$ cat config.mk
export PLATFORM = sky130hd
export DESIGN_NAME = packet_framer_sum_resync
export DESIGN_NICKNAME = d
export VERILOG_FILES = /design/src/hdl/pfsr_pkg.sv /design/src/hdl/pfsr_ram.sv /design/src/hdl/pfsr_dp.sv /design/src/hdl/pfsr_ctrl.sv /design/src/hdl/packet_framer_sum_resync.sv
export SDC_FILE = /design/constraint.sdc
export NUM_CORES = 1
export LEC_CHECK = 0
export ABC_AREA = 1
export BUFFER_PORTS_ARGS = -buffer_cell sky130_fd_sc_hd__buf_4
export CORE_MARGIN = 2
export CORE_UTILIZATION = 45
export CTS_BUF_LIST = sky130_fd_sc_hd__clkbuf_2 sky130_fd_sc_hd__clkbuf_4 sky130_fd_sc_hd__clkbuf_8
export DETAILED_ROUTE_END_ITERATION = 10
export SYNTH_ARGS = -nofsm -noshare
export SYNTH_HDL_FRONTEND = slang
export SYNTH_SLANG_ARGS = --single-unit
$ cat constraint.sdc
create_clock -name clk_i -period 3.9 [get_ports clk_i]
set_input_delay 0.195 -clock clk_i [delete_from_list [all_inputs] [get_ports clk_i]]
set_output_delay 0.195 -clock clk_i [all_outputs]
set_load 0.01 [all_outputs]
$ cat src/hdl/pfsr_pkg.sv
// Shared types and constants for the packet framer with sum check and resync.
// Used by pfsr_ctrl, pfsr_dp and packet_framer_sum_resync; no dependencies.
package pfsr_pkg;

  localparam int DATA_W           = 8;   // byte width
  localparam int IDX_W            = 6;   // byte_index port width
  localparam int PACKET_BYTES_DEF = 16;  // default packet length

  localparam int APB_ADDR_W = 3;
  localparam int APB_DATA_W = 32;

  // register index = paddr[2]
  localparam logic REG_START_BYTE = 1'b0;

  // controller -> datapath commands
  typedef struct packed {
    logic wr_in;        // store rx byte at fill position
    logic fill_inc;
    logic fill_clr;
    logic fill_load_k;  // fill = PACKET_BYTES - k after resync shift
    logic ptr_clr;
    logic ptr_inc;
    logic ptr_load_k;
    logic rd_en;        // read store at ptr
    logic scan_clr;     // clear sum and start search
    logic scan;         // accumulate / search on returning read data
    logic out_load;     // capture read data into output register
    logic wptr_clr;
    logic shift;        // write returning read data at wptr
  } cmd_t;

  // datapath -> controller status
  typedef struct packed {
    logic rx_is_start;
    logic fill_last;
    logic ptr_last;
    logic out_last;
    logic sum_ok;
    logic found;
  } status_t;

endpackage

$ cat src/hdl/pfsr_ram.sv
// Generic single-write, single-read RAM with registered read data.
// No dependencies.
module pfsr_ram #(
  parameter int WIDTH = 8,
  parameter int DEPTH = 16
) (
  input  logic                     clk_i,
  input  logic                     we_i,
  input  logic [$clog2(DEPTH)-1:0] waddr_i,
  input  logic [WIDTH-1:0]         wdata_i,
  input  logic                     re_i,
  input  logic [$clog2(DEPTH)-1:0] raddr_i,
  output logic [WIDTH-1:0]         rdata_o
);

  logic [WIDTH-1:0] mem_q [DEPTH];
  logic [WIDTH-1:0] rdata_q;

  always_ff @(posedge clk_i) begin
    if (we_i) begin
      mem_q[waddr_i] <= wdata_i;
    end
    if (re_i) begin
      rdata_q <= mem_q[raddr_i];
    end
  end

  assign rdata_o = rdata_q;

endmodule

$ cat src/hdl/pfsr_dp.sv
// Datapath: packet store, fill and read pointers, checksum accumulator,
// start-byte search and output register. Depends on pfsr_pkg and pfsr_ram.
module pfsr_dp #(
  parameter int PACKET_BYTES = 16
) (
  input  logic                        clk_i,
  input  logic                        rst_ni,
  input  pfsr_pkg::cmd_t              cmd_i,
  output pfsr_pkg::status_t           st_o,
  input  logic [pfsr_pkg::DATA_W-1:0] start_byte_i,
  input  logic [pfsr_pkg::DATA_W-1:0] rx_byte_i,
  output logic [pfsr_pkg::DATA_W-1:0] packet_byte_o,
  output logic [pfsr_pkg::IDX_W-1:0]  byte_index_o,
  output logic [pfsr_pkg::DATA_W-1:0] sum_computed_o,
  output logic [pfsr_pkg::DATA_W-1:0] sum_received_o,
  output logic                        sum_ok_o,
  output logic                        last_o
);
  import pfsr_pkg::*;

  localparam int AW = $clog2(PACKET_BYTES);
  localparam logic [AW-1:0] LAST_POS = AW'(PACKET_BYTES - 1);

  logic [AW-1:0]     fill_q, fill_d;
  logic [AW-1:0]     ptr_q, ptr_d;
  logic [AW-1:0]     wptr_q, wptr_d;
  logic [AW-1:0]     raddr_q;
  logic              rvalid_q;
  logic [DATA_W-1:0] sum_q, sumr_q;
  logic              found_q;
  logic [AW-1:0]     k_q;
  logic [DATA_W-1:0] out_byte_q;
  logic [AW-1:0]     out_idx_q;
  logic              out_last_q;

  logic              ram_we;
  logic [AW-1:0]     ram_waddr;
  logic [DATA_W-1:0] ram_wdata;
  logic [DATA_W-1:0] ram_rdata;
  logic              shift_wr;
  logic              scan_hit;

  assign shift_wr  = cmd_i.shift & rvalid_q;
  assign ram_we    = cmd_i.wr_in | shift_wr;
  assign ram_waddr = cmd_i.wr_in ? fill_q : wptr_q;
  assign ram_wdata = cmd_i.wr_in ? rx_byte_i : ram_rdata;

  pfsr_ram #(
    .WIDTH(DATA_W),
    .DEPTH(PACKET_BYTES)
  ) u_store (
    .clk_i  (clk_i),
    .we_i   (ram_we),
    .waddr_i(ram_waddr),
    .wdata_i(ram_wdata),
    .re_i   (cmd_i.rd_en),
    .raddr_i(ptr_q),
    .rdata_o(ram_rdata)
  );

  always_comb begin
    fill_d = fill_q;
    if (cmd_i.fill_clr) begin
      fill_d = '0;
    end else if (cmd_i.fill_load_k) begin
      fill_d = AW'(PACKET_BYTES) - k_q;  // modulo 2^AW, exact for k >= 1
    end else if (cmd_i.fill_inc) begin
      fill_d = fill_q + 1'b1;
    end

    ptr_d = ptr_q;
    if (cmd_i.ptr_clr) begin
      ptr_d = '0;
    end else if (cmd_i.ptr_load_k) begin
      ptr_d = k_q;
    end else if (cmd_i.ptr_inc) begin
      ptr_d = ptr_q + 1'b1;
    end

    wptr_d = wptr_q;
    if (cmd_i.wptr_clr) begin
      wptr_d = '0;
    end else if (shift_wr) begin
      wptr_d = wptr_q + 1'b1;
    end
  end

  // first start byte at position one or later
  assign scan_hit = cmd_i.scan & rvalid_q & ~found_q & (raddr_q != '0)
                    & (ram_rdata == start_byte_i);

  always_ff @(posedge clk_i or negedge rst_ni) begin
    if (!rst_ni) begin
      fill_q   <= '0;
      ptr_q    <= '0;
      wptr_q   <= '0;
      rvalid_q <= 1'b0;
      found_q  <= 1'b0;
    end else begin
      fill_q   <= fill_d;
      ptr_q    <= ptr_d;
      wptr_q   <= wptr_d;
      rvalid_q <= cmd_i.rd_en;
      if (cmd_i.scan_clr) begin
        found_q <= 1'b0;
      end else if (scan_hit) begin
        found_q <= 1'b1;
      end
    end
  end

  always_ff @(posedge clk_i) begin
    if (cmd_i.rd_en) begin
      raddr_q <= ptr_q;
    end
    if (scan_hit) begin
      k_q <= raddr_q;
    end
    if (cmd_i.scan_clr) begin
      sum_q <= '0;
    end else if (cmd_i.scan && rvalid_q) begin
      if (raddr_q == LAST_POS) begin
        sumr_q <= ram_rdata;
      end else begin
        sum_q <= sum_q + ram_rdata;
      end
    end
    if (cmd_i.out_load) begin
      out_byte_q <= ram_rdata;
      out_idx_q  <= raddr_q;
      out_last_q <= (raddr_q == LAST_POS);
    end
  end

  assign st_o.rx_is_start = (rx_byte_i == start_byte_i);
  assign st_o.fill_last   = (fill_q == LAST_POS);
  assign st_o.ptr_last    = (ptr_q == LAST_POS);
  assign st_o.out_last    = out_last_q;
  assign st_o.sum_ok      = (sum_q == sumr_q);
  assign st_o.found       = found_q;

  assign packet_byte_o  = out_byte_q;
  assign byte_index_o   = IDX_W'(out_idx_q);
  assign sum_computed_o = sum_q;
  assign sum_received_o = sumr_q;
  assign sum_ok_o       = (sum_q == sumr_q);
  assign last_o         = out_last_q;

endmodule

$ cat src/hdl/pfsr_ctrl.sv
// Controller FSM: hunt, collect, checksum walk, output run, resync shift.
// Drives pfsr_dp through cmd_t, reads status_t. Depends on pfsr_pkg.
module pfsr_ctrl (
  input  logic                clk_i,
  input  logic                rst_ni,
  input  logic                in_valid_i,
  output logic                in_ready_o,
  output logic                out_valid_o,
  input  logic                out_ready_i,
  input  pfsr_pkg::status_t   st_i,
  output pfsr_pkg::cmd_t      cmd_o
);
  import pfsr_pkg::*;

  typedef enum logic [2:0] {
    S_HUNT,
    S_COLLECT,
    S_SUM,
    S_SUM_END,
    S_EMIT_RD,
    S_EMIT_LD,
    S_HOLD,
    S_SHIFT
  } state_e;

  state_e state_q, state_d;
  logic   in_ready_q, in_ready_d;
  logic   out_valid_q, out_valid_d;
  logic   shift_end_q, shift_end_d;
  logic   in_fire, out_fire;
  cmd_t   cmd;

  assign in_fire  = in_valid_i & in_ready_q;
  assign out_fire = out_valid_q & out_ready_i;

  always_comb begin
    cmd         = '0;
    state_d     = state_q;
    in_ready_d  = in_ready_q;
    out_valid_d = out_valid_q;
    shift_end_d = 1'b0;
    case (state_q)
      S_HUNT: begin
        if (in_fire && st_i.rx_is_start) begin
          cmd.wr_in    = 1'b1;
          cmd.fill_inc = 1'b1;
          state_d      = S_COLLECT;
        end
      end
      S_COLLECT: begin
        if (in_fire) begin
          cmd.wr_in = 1'b1;
          if (st_i.fill_last) begin
            cmd.scan_clr = 1'b1;
            cmd.ptr_clr  = 1'b1;
            in_ready_d   = 1'b0;
            state_d      = S_SUM;
          end else begin
            cmd.fill_inc = 1'b1;
          end
        end
      end
      S_SUM: begin
        cmd.rd_en = 1'b1;
        cmd.scan  = 1'b1;
        if (st_i.ptr_last) begin
          state_d = S_SUM_END;
        end else begin
          cmd.ptr_inc = 1'b1;
        end
      end
      S_SUM_END: begin
        cmd.scan    = 1'b1;
        cmd.ptr_clr = 1'b1;
        state_d     = S_EMIT_RD;
      end
      S_EMIT_RD: begin
        cmd.rd_en = 1'b1;
        state_d   = S_EMIT_LD;
      end
      S_EMIT_LD: begin
        cmd.out_load = 1'b1;
        cmd.ptr_inc  = ~st_i.ptr_last;
        out_valid_d  = 1'b1;
        state_d      = S_HOLD;
      end
      S_HOLD: begin
        if (out_fire) begin
          out_valid_d = 1'b0;
          if (!st_i.out_last) begin
            cmd.rd_en = 1'b1;
            state_d   = S_EMIT_LD;
          end else if (st_i.sum_ok || !st_i.found) begin
            cmd.fill_clr = 1'b1;
            in_ready_d   = 1'b1;
            state_d      = S_HUNT;
          end else begin
            cmd.ptr_load_k = 1'b1;
            cmd.wptr_clr   = 1'b1;
            state_d        = S_SHIFT;
          end
        end
      end
      S_SHIFT: begin
        // read at ptr, write the returning beat in the following cycle at wptr
        cmd.shift = 1'b1;
        if (shift_end_q) begin
          cmd.fill_load_k = 1'b1;
          in_ready_d      = 1'b1;
          state_d         = S_COLLECT;
        end else begin
          cmd.rd_en = 1'b1;
          if (st_i.ptr_last) begin
            shift_end_d = 1'b1;
          end else begin
            cmd.ptr_inc = 1'b1;
          end
        end
      end
      default: begin
        cmd.fill_clr = 1'b1;
        in_ready_d   = 1'b1;
        out_valid_d  = 1'b0;
        state_d      = S_HUNT;
      end
    endcase
  end

  always_ff @(posedge clk_i or negedge rst_ni) begin
    if (!rst_ni) begin
      state_q     <= S_HUNT;
      in_ready_q  <= 1'b1;
      out_valid_q <= 1'b0;
      shift_end_q <= 1'b0;
    end else begin
      state_q     <= state_d;
      in_ready_q  <= in_ready_d;
      out_valid_q <= out_valid_d;
      shift_end_q <= shift_end_d;
    end
  end

  assign cmd_o       = cmd;
  assign in_ready_o  = in_ready_q;
  assign out_valid_o = out_valid_q;

  a_ready_valid_excl: assert property (@(posedge clk_i) disable iff (!rst_ni)
    !(in_ready_q && out_valid_q))
    else $error("input ready while a result beat is pending");

  a_ready_matches_state: assert property (@(posedge clk_i) disable iff (!rst_ni)
    in_ready_q == (state_q == S_HUNT || state_q == S_COLLECT))
    else $error("input ready out of step with state");

  a_valid_from_load: assert property (@(posedge clk_i) disable iff (!rst_ni)
    $rose(out_valid_q) |-> $past(state_q == S_EMIT_LD))
    else $error("result beat raised without a store read");

  a_shift_needs_start: assert property (@(posedge clk_i) disable iff (!rst_ni)
    (state_q == S_SHIFT) |-> (st_i.found && !st_i.sum_ok))
    else $error("resync shift without mismatch and start byte");

endmodule

$ cat src/hdl/packet_framer_sum_resync.sv
// Fixed-length packet framer with an 8-bit additive checksum and resync.
// Received bytes enter one beat at a time on in_valid_i/in_ready_o. While
// hunting, bytes other than start_byte are dropped; a start byte opens a
// packet that collects PACKET_BYTES beats. A byte that does not complete a
// packet is taken, and in_ready_o stays high.
// The completing byte starts a sum walk over the packet store (one store
// read per cycle, N = PACKET_BYTES); after S_SUM_END the first result beat
// is read in S_EMIT_RD and loaded in S_EMIT_LD, and the run of N result
// beats follows on out_valid_o/out_ready_i. Reads go through the store's
// registered read port, and the next beat is read only once the current
// one is taken. After a checksum mismatch with a start byte found at
// position k >= 1, the bytes from k are copied to the front and collection
// resumes. in_ready_o is low during the walk, the run and the copy. A
// stalled receiver holds the current result beat; nothing is dropped.
// Reset (rst_ni low) returns to hunting with start_byte = 0; no store clear.
// start_byte is register 0 on the APB port (byte address 0).
module packet_framer_sum_resync #(
  parameter int PACKET_BYTES = pfsr_pkg::PACKET_BYTES_DEF
) (
  input  logic                                clk_i,
  input  logic                                rst_ni,
  input  logic                                psel,
  input  logic                                penable,
  input  logic                                pwrite,
  input  logic [pfsr_pkg::APB_ADDR_W-1:0]     paddr,
  input  logic [pfsr_pkg::APB_DATA_W-1:0]     pwdata,
  output logic [pfsr_pkg::APB_DATA_W-1:0]     prdata,
  output logic                                pready,
  input  logic                                in_valid_i,
  output logic                                in_ready_o,
  input  logic [pfsr_pkg::DATA_W-1:0]         rx_byte_i,
  output logic                                out_valid_o,
  input  logic                                out_ready_i,
  output logic [pfsr_pkg::DATA_W-1:0]         packet_byte_o,
  output logic [pfsr_pkg::IDX_W-1:0]          byte_index_o,
  output logic [pfsr_pkg::DATA_W-1:0]         sum_computed_o,
  output logic [pfsr_pkg::DATA_W-1:0]         sum_received_o,
  output logic                                sum_ok_o,
  output logic                                last_o
);
  import pfsr_pkg::*;

  logic [DATA_W-1:0] start_byte_q;
  logic              reg_sel;
  cmd_t              cmd;
  status_t           st;

  assign reg_sel = (paddr[2] == REG_START_BYTE);
  assign pready  = 1'b1;
  assign prdata  = reg_sel ? APB_DATA_W'(start_byte_q) : '0;

  always_ff @(posedge clk_i or negedge rst_ni) begin
    if (!rst_ni) begin
      start_byte_q <= '0;
    end else if (psel && penable && pwrite && reg_sel) begin
      start_byte_q <= pwdata[DATA_W-1:0];
    end
  end

  pfsr_ctrl u_ctrl (
    .clk_i      (clk_i),
    .rst_ni     (rst_ni),
    .in_valid_i (in_valid_i),
    .in_ready_o (in_ready_o),
    .out_valid_o(out_valid_o),
    .out_ready_i(out_ready_i),
    .st_i       (st),
    .cmd_o      (cmd)
  );

  pfsr_dp #(
    .PACKET_BYTES(PACKET_BYTES)
  ) u_dp (
    .clk_i         (clk_i),
    .rst_ni        (rst_ni),
    .cmd_i         (cmd),
    .st_o          (st),
    .start_byte_i  (start_byte_q),
    .rx_byte_i     (rx_byte_i),
    .packet_byte_o (packet_byte_o),
    .byte_index_o  (byte_index_o),
    .sum_computed_o(sum_computed_o),
    .sum_received_o(sum_received_o),
    .sum_ok_o      (sum_ok_o),
    .last_o        (last_o)
  );

endmodule

Yosys cells after proc, flatten, opt, wreduce, memory -nomap -nowiden
Memory sizes are Yosys's and may differ from the RTL's. A register that Yosys moved wholly into a read port is not among the register bits.
Cells that the tools add are included.

word-level totals
  register bits after elaboration = 65
  bits in latches = 0
  memory bits (writable) = 128
  memory bits (read-only) = 0
  bits of input ports = 50
  output and inout bits = 67
  logic and storage cells = 144
  memories = 1

operators by class
  add/subtract/negate cells = 5
  multipliers = 0
  divide/modulo/power cells = 0
  $lt $le $gt $ge = 0
  equality and inequality tests = 21
  shift operators = 0
  muxes and demuxes = 65
  bitwise gates (word level) = 13
  reduce and logical (&&, ||, !) cells = 22

memory list
  name                depth  bits a word  read ports  clocked after Yosys merged registers in  write ports  line            RTL
  u_dp.u_store.mem_q  16     8            1           1                                        1            pfsr_ram.sv:16  logic [WIDTH-1:0] mem_q [DEPTH];

operator list
  kind                 count
  $mux 1               36
  $mux 4               9
  $eq 8x8->1           3
  $mux 3               8
  $pmux 3 s8           1
  $mux 8               2
  $ne 2x1->1 const B   7
  $add 4x1->4 const B  3
  $eq 3x3->1 const B   4
  $eq 4x4->1 const B   3
  $pmux 1 s3           3
  $reduce_bool 3->1    3
  $add 8x8->8          1
  $and 1x1->1          7
  $reduce_and 7->1     1
  $eq 3x2->1 const B   2
  $mux 2               3
  $reduce_and 6->1     1
  $reduce_bool 2->1    3
  $logic_and 1x1->1    5
  $not 1->1            5
  $pmux 1 s2           2
  $pmux 2 s2           1
  $reduce_and 2->1     2
  10 further kinds     11

Longest topological paths before layout
  depth after elaboration = 9
  mapped depth = 13
  mapped depth without buffers = 12

By module
A second synthesis with hierarchy kept.

second synthesis, totals
  cells, all modules = 1073
  area, all modules = 9950.8 µm²

by module, submodules not included
  module                    instances  cells each  area an instance (µm²)  sequential area each (µm²)
  pfsr_ram                  1          551         5846.9                  4083.9
  pfsr_dp                   1          344         2916.5                  1381.3
  packet_framer_sum_resync  1          81          609.3                   200.2
  pfsr_ctrl                 1          97          578.1                   151.4

Worst setup path before layout
No wires, ideal clock.

  kind = reg2reg
  start point = register u_ctrl.in_ready_q, in the netlist u_ctrl.in_ready_o
  end point = memory u_dp.u_store.mem_q[12][0], enable pin
  setup time = 0.370 ns
  arrival time = 1.949 ns
  data required time = 3.530 ns
  setup slack = 1.581 ns
  cell stages (with the launch flop) = 12
  buffers on the path = 1
  period minus slack after synthesis = 2.319 ns
  path through = dfstp_2 > nand2_1 > nor2_1 > nand2_1 > nor2_2 > nand3_4 > nand2_4 > buf_12 > nand2_4 > nand2_4 > nand3_2 > nor2_1

between the ends
  cells in the longest elaborated chain, start to end = 7
  elaborated cells between the ends (all ways) = 9
  classes of those cells = mux: 6; bitwise: 2; reduce/logical: 1

RTL lines
  element                       line              RTL
  start, declared               pfsr_ctrl.sv:27   logic in_ready_q, in_ready_d;
  start signal, assigned        pfsr_ctrl.sv:137  in_ready_q <= in_ready_d;
  $and 1x1->1 *                 pfsr_ctrl.sv:33   assign in_fire = in_valid_i & in_ready_q;
  $logic_and 1x1->1             pfsr_ctrl.sv:44   if (in_fire && st_i.rx_is_start) begin
  $mux 2                        pfsr_ctrl.sv:44
  $pmux 2 s2 *                  pfsr_ctrl.sv:42   case (state_q)
  $or 1x1->1                    pfsr_dp.sv:44     assign ram_we = cmd_i.wr_in | shift_wr;
  $mux 1                        pfsr_ram.sv:20    if (we_i) begin
  $mux 1 (implied by the code)  pfsr_ram.sv:21    mem_q[waddr_i] <= wdata_i;
  end, declared                 pfsr_ram.sv:16

Mark *: on every way between the ends. The rest lies on a longest branch, timed or not.

Final worst setup path
  start point = register u_ctrl.in_ready_q, in the netlist u_ctrl.in_ready_o
  end point = memory u_dp.u_store.mem_q[4][4], enable pin

Same word-level chain as after synthesis.

==> implementation parameters <==
Parameter                              Value

Outcome
  Status ... finished, final reports clean

Critical path
  R2R Path Start ... u_ctrl.in_ready_o$_DFFE_PN1P_
  Max FO, Critical Path ... 26
  Setup slack of the worst register-to-register path ... 940 ps
  Launching element type of the critical path ... register
  Cells on worst reg2reg path ... 10
  Kind of capture point of the worst setup path ... register
  Required time reported for the critical path endpoint ... 4050 ps
  Worst path arrival time ... 3100 ps
  Classification of the worst setup path ... register to register
  Endpoint of the worst-slack reg-to-reg timing path ... u_dp.u_store.mem_q[4][4]$_DFFE_PP_

Yosys
  Most instantiated flip-flop cell in the synthesis netlist ... edfxtp_1
  Cell area after synthesis ... 9280 sq um
  Synthesized area per cell ... 10.5 sq um
  Share of synthesized area occupied by flip-flops and latches ... 62.7%
  Top post-synthesis cells by area ... edfxtp_1 53%, dfrtp_1 7.3%, nand2_1 7.1%, nor2_1 4.0%, o21ai_0 3.9%
  Top-area cell type share of the netlist area ... 53.4%
  Share of synthesized registers carrying an async set or reset ... 13.9%
  EDFF count, synth ... 165
  Number of distinct library cells after synthesis ... 41
  Warning count from the yosys run ... 0
  Cell with the most instances after synthesis ... nand2_1
  Count of state elements after synthesis ... 201
  Biggest area consumer among synthesized cells ... edfxtp_1
  Cells after Synth ... 882
  Top cells by instance count after synthesis ... 175 x nand2_1, 165 x edfxtp_1, 99 x nor2_1, 73 x o21ai_0, 70 x inv_1

Layout
  Final-layout fill cell count ... 1,831
  Share of cells above drive strength 1 ... 16.4%
  Area growth from synthesis to layout ... 15.2%
  Number of standard cells in the final layout excluding fillers ... 1,267
  Antenna cell count ... 0
  Fin nets ... 1,036
  Final non-filler cell area ... 10,700 sq um

Pwr
  Net switching share of the total power ... 37.4%
  Maximum vdd ir drop ... 0.416 mV
  Clk network pwr share ... 24.5%
  Seq pwr share ... 43.3%
  Pint ... 4.63 mW
  Part of the total power dissipated in combinational logic ... 32.3%
  Leak ... 4.25 nW
  Psw ... 2.77 mW
  PD cells ... 693 nW/um^2

Route
  Detailed Routing Iterations Pass 1 ... 4
  Initial DRC count ... 554
  Number of antenna-violating nets in the routed design ... 0
  Vias post-DR ... 6,523
  Per-cell via count in the routed design ... 5.15
  Final routed wirelength across all metal layers ... 22.1 mm
  Routed WL per cell ... 17.5 um
  Residual DRC ... 0

Timing
  Fin. max-slew vios ... 0
  Aggregate negative setup slack ... 0 ps
  Post-route clock period utilization ... 75.9%
  Remaining max-slew budget at the tightest pin ... 42.3%
  Final critical-path required period ... 2960 ps
  F_max ... 338 MHz
  Slew @ Worst Pin ... 865 ps
  Final setup viols ... 0
  Largest clock skew in the final design ... 21.7 ps
  Hold Violations, Final ... 0
  Unrepaired setup endpoints after global routing ... false

Global routing
  All-Layer GR Usage ... 20.4%
  Grt total ovfl ... 0
  Number of global-route vias before repair ... 6,164
  Wire length of the first global-routing pass ... 34.1 mm
  Number of antenna violations at the first check in global routing ... 0
  Largest net degree at the start of global routing ... 58

Die
  I/O pins ... 117
  Die span in x ... 148 um
  Total die area ... 21,800 sq um
  Row cnt ... 52
  Chip height ... 148 um
  Effective utilization at floorplan ... 45.9%
  Core Box Area ... 20,200 sq um

Place
  Number of cells after detailed placement ... 1,198
  Routability-driven placement congestion ratio ... 0.849
  Port buffer count ... 63
  Cell area reported after detailed placement ... 9950 sq um
  DPL Wire Length ... 14.9 mm

CTS
  Setup fix buffers added after clock tree synthesis ... 0
  Clock Root Buffer ... clkbuf_8
  Cts bufs inserted ... 35
  Number of sinks driven by the clock tree ... 201
  Number of levels the H-tree was split into ... 2
  Clock transition at the registers of the reported paths ... 60 ps
  Buffer depth of the longest clock path ... 3
  Clock network latency to the later pin of the worst-skew pair ... 520 ps
  CTS tree ... done

Worst hold path
  Hold Path End ... u_ctrl.out_valid_o$_DFFE_PN0P_
  Number of instances on the worst hold path ... 4
  Worst min-delay path class ... input pin to register
  Worst hold path startpoint ... out_ready_i

Flow run
  Total of max-cap violations ... 0
## layout by cell type, fill, tap and decap left out, drive strengths merged, types with 19 or more instances in the layout
cell	instances
edfxtp	165
xor2	19
clkbuf	48
nor2	105
conb	27
nand2	185
inv	75
nand3	48
nand4	20
buf	77
a21oi	26
dfrtp	27
o21ai	74
## worst max-delay path, stage by stage (launching register included)
cell	delay, ps
dfstp_2	550
nand2_1	120
nor2_1	120
nand2_1	60
nor2_2	160
nand3_4	170
nand2_4	300
nand2_1	70
o21ai_0	130
nand2_1	220
nor2_1	670
## per-layer routing
metal | up-vias | global-route usage, % | share of wire [%]
li1 | 3173 | - | -
met4 | 0 | 7.07 | 2.6
met3 | 52 | 3.30 | 5.1
met5 | - | 0 | 0
met2 | 185 | 34.1 | 49
met1 | 3113 | 27.3 | 44
## worst max-delay path by stage
stage                                       start  slack, ps  cells past startpoint                                   to
global placement    u_ctrl.in_ready_o$_DFFE_PN1P_        890                     10   u_dp.u_store.mem_q[4][4]$_DFFE_PP_
CTS                 u_ctrl.in_ready_o$_DFFE_PN1P_        880                     10   u_dp.u_store.mem_q[1][4]$_DFFE_PP_
detailed placement  u_ctrl.in_ready_o$_DFFE_PN1P_        870                     10   u_dp.u_store.mem_q[4][4]$_DFFE_PP_
finish              u_ctrl.in_ready_o$_DFFE_PN1P_        940                     10   u_dp.u_store.mem_q[4][4]$_DFFE_PP_
global route        u_ctrl.in_ready_o$_DFFE_PN1P_        650                     10   u_dp.u_store.mem_q[4][5]$_DFFE_PP_
floorplan           u_ctrl.in_ready_o$_DFFE_PN1P_       1580                     11  u_dp.u_store.mem_q[12][0]$_DFFE_PP_
## cells by family after synthesis
family	count (synthesis)	synth area share, %
compound gates	134	8.18
xor+xnor	25	2.36
fa+ha+maj	12	1.70
buf+inv	131	6.73
flops	201	62.7
other cells	2	0.0809
simple gates	377	18.3
## registers in the layout (all words and copies together), names as in the netlist, 8 cells and up
| signal | cells |
|---|---|
| u_dp.packet_byte_o | 8 |
| u_dp.sum_computed_o | 8 |
| u_dp.u_store.mem_q | 128 |
| start_byte_q | 8 |
| u_dp.sum_received_o | 8 |
| u_dp.u_store.rdata_o | 8 |
## cell type report
class	count	area [sq um]	share of cell area [%]
Clock buffer	48	586	5.48
Clock inverter	12	62.6	0.585
Inverter	75	282	2.63
Multi-Input combinational cell	575	2940	27.5
Sequential cell	201	5820	54.4
Tap cell	270	338	3.16
Timing Repair Buffer	86	668	6.25
## metrics by stage
step | setup slack, ps | hold slack (ps) | total power [mW] | util, %
floorplan | 1580 | -101 | 4.72 | -
CTS | 875 | 62.0 | 7.46 | 52.8
finish | 942 | 78.9 | 7.40 | 52.8
detailed placement | 874 | 157 | 5.63 | 49.2
global route | 648 | 96.3 | 7.89 | 52.8
global placement | 891 | 157 | 5.59 | 49.2
## timing repair
action                                 in CTS  in global routing
endpoints found under the hold margin      36                  0
hold buffers                                9                  0
gates resized for setup                     0                  0
## power groups by stage
stage / logic [mW] / clock network (mW) / registers (mW)
2_1_floorplan: 1.61 / 0 / 3.10
3_3_place_gp: 2.35 / 0 / 3.24
3_5_place_dp: 2.39 / 0 / 3.25
4_1_cts: 2.40 / 1.86 / 3.20
5_1_grt: 2.70 / 1.94 / 3.24
6_report: 2.39 / 1.81 / 3.20
(Power assumes the default switching activity.)
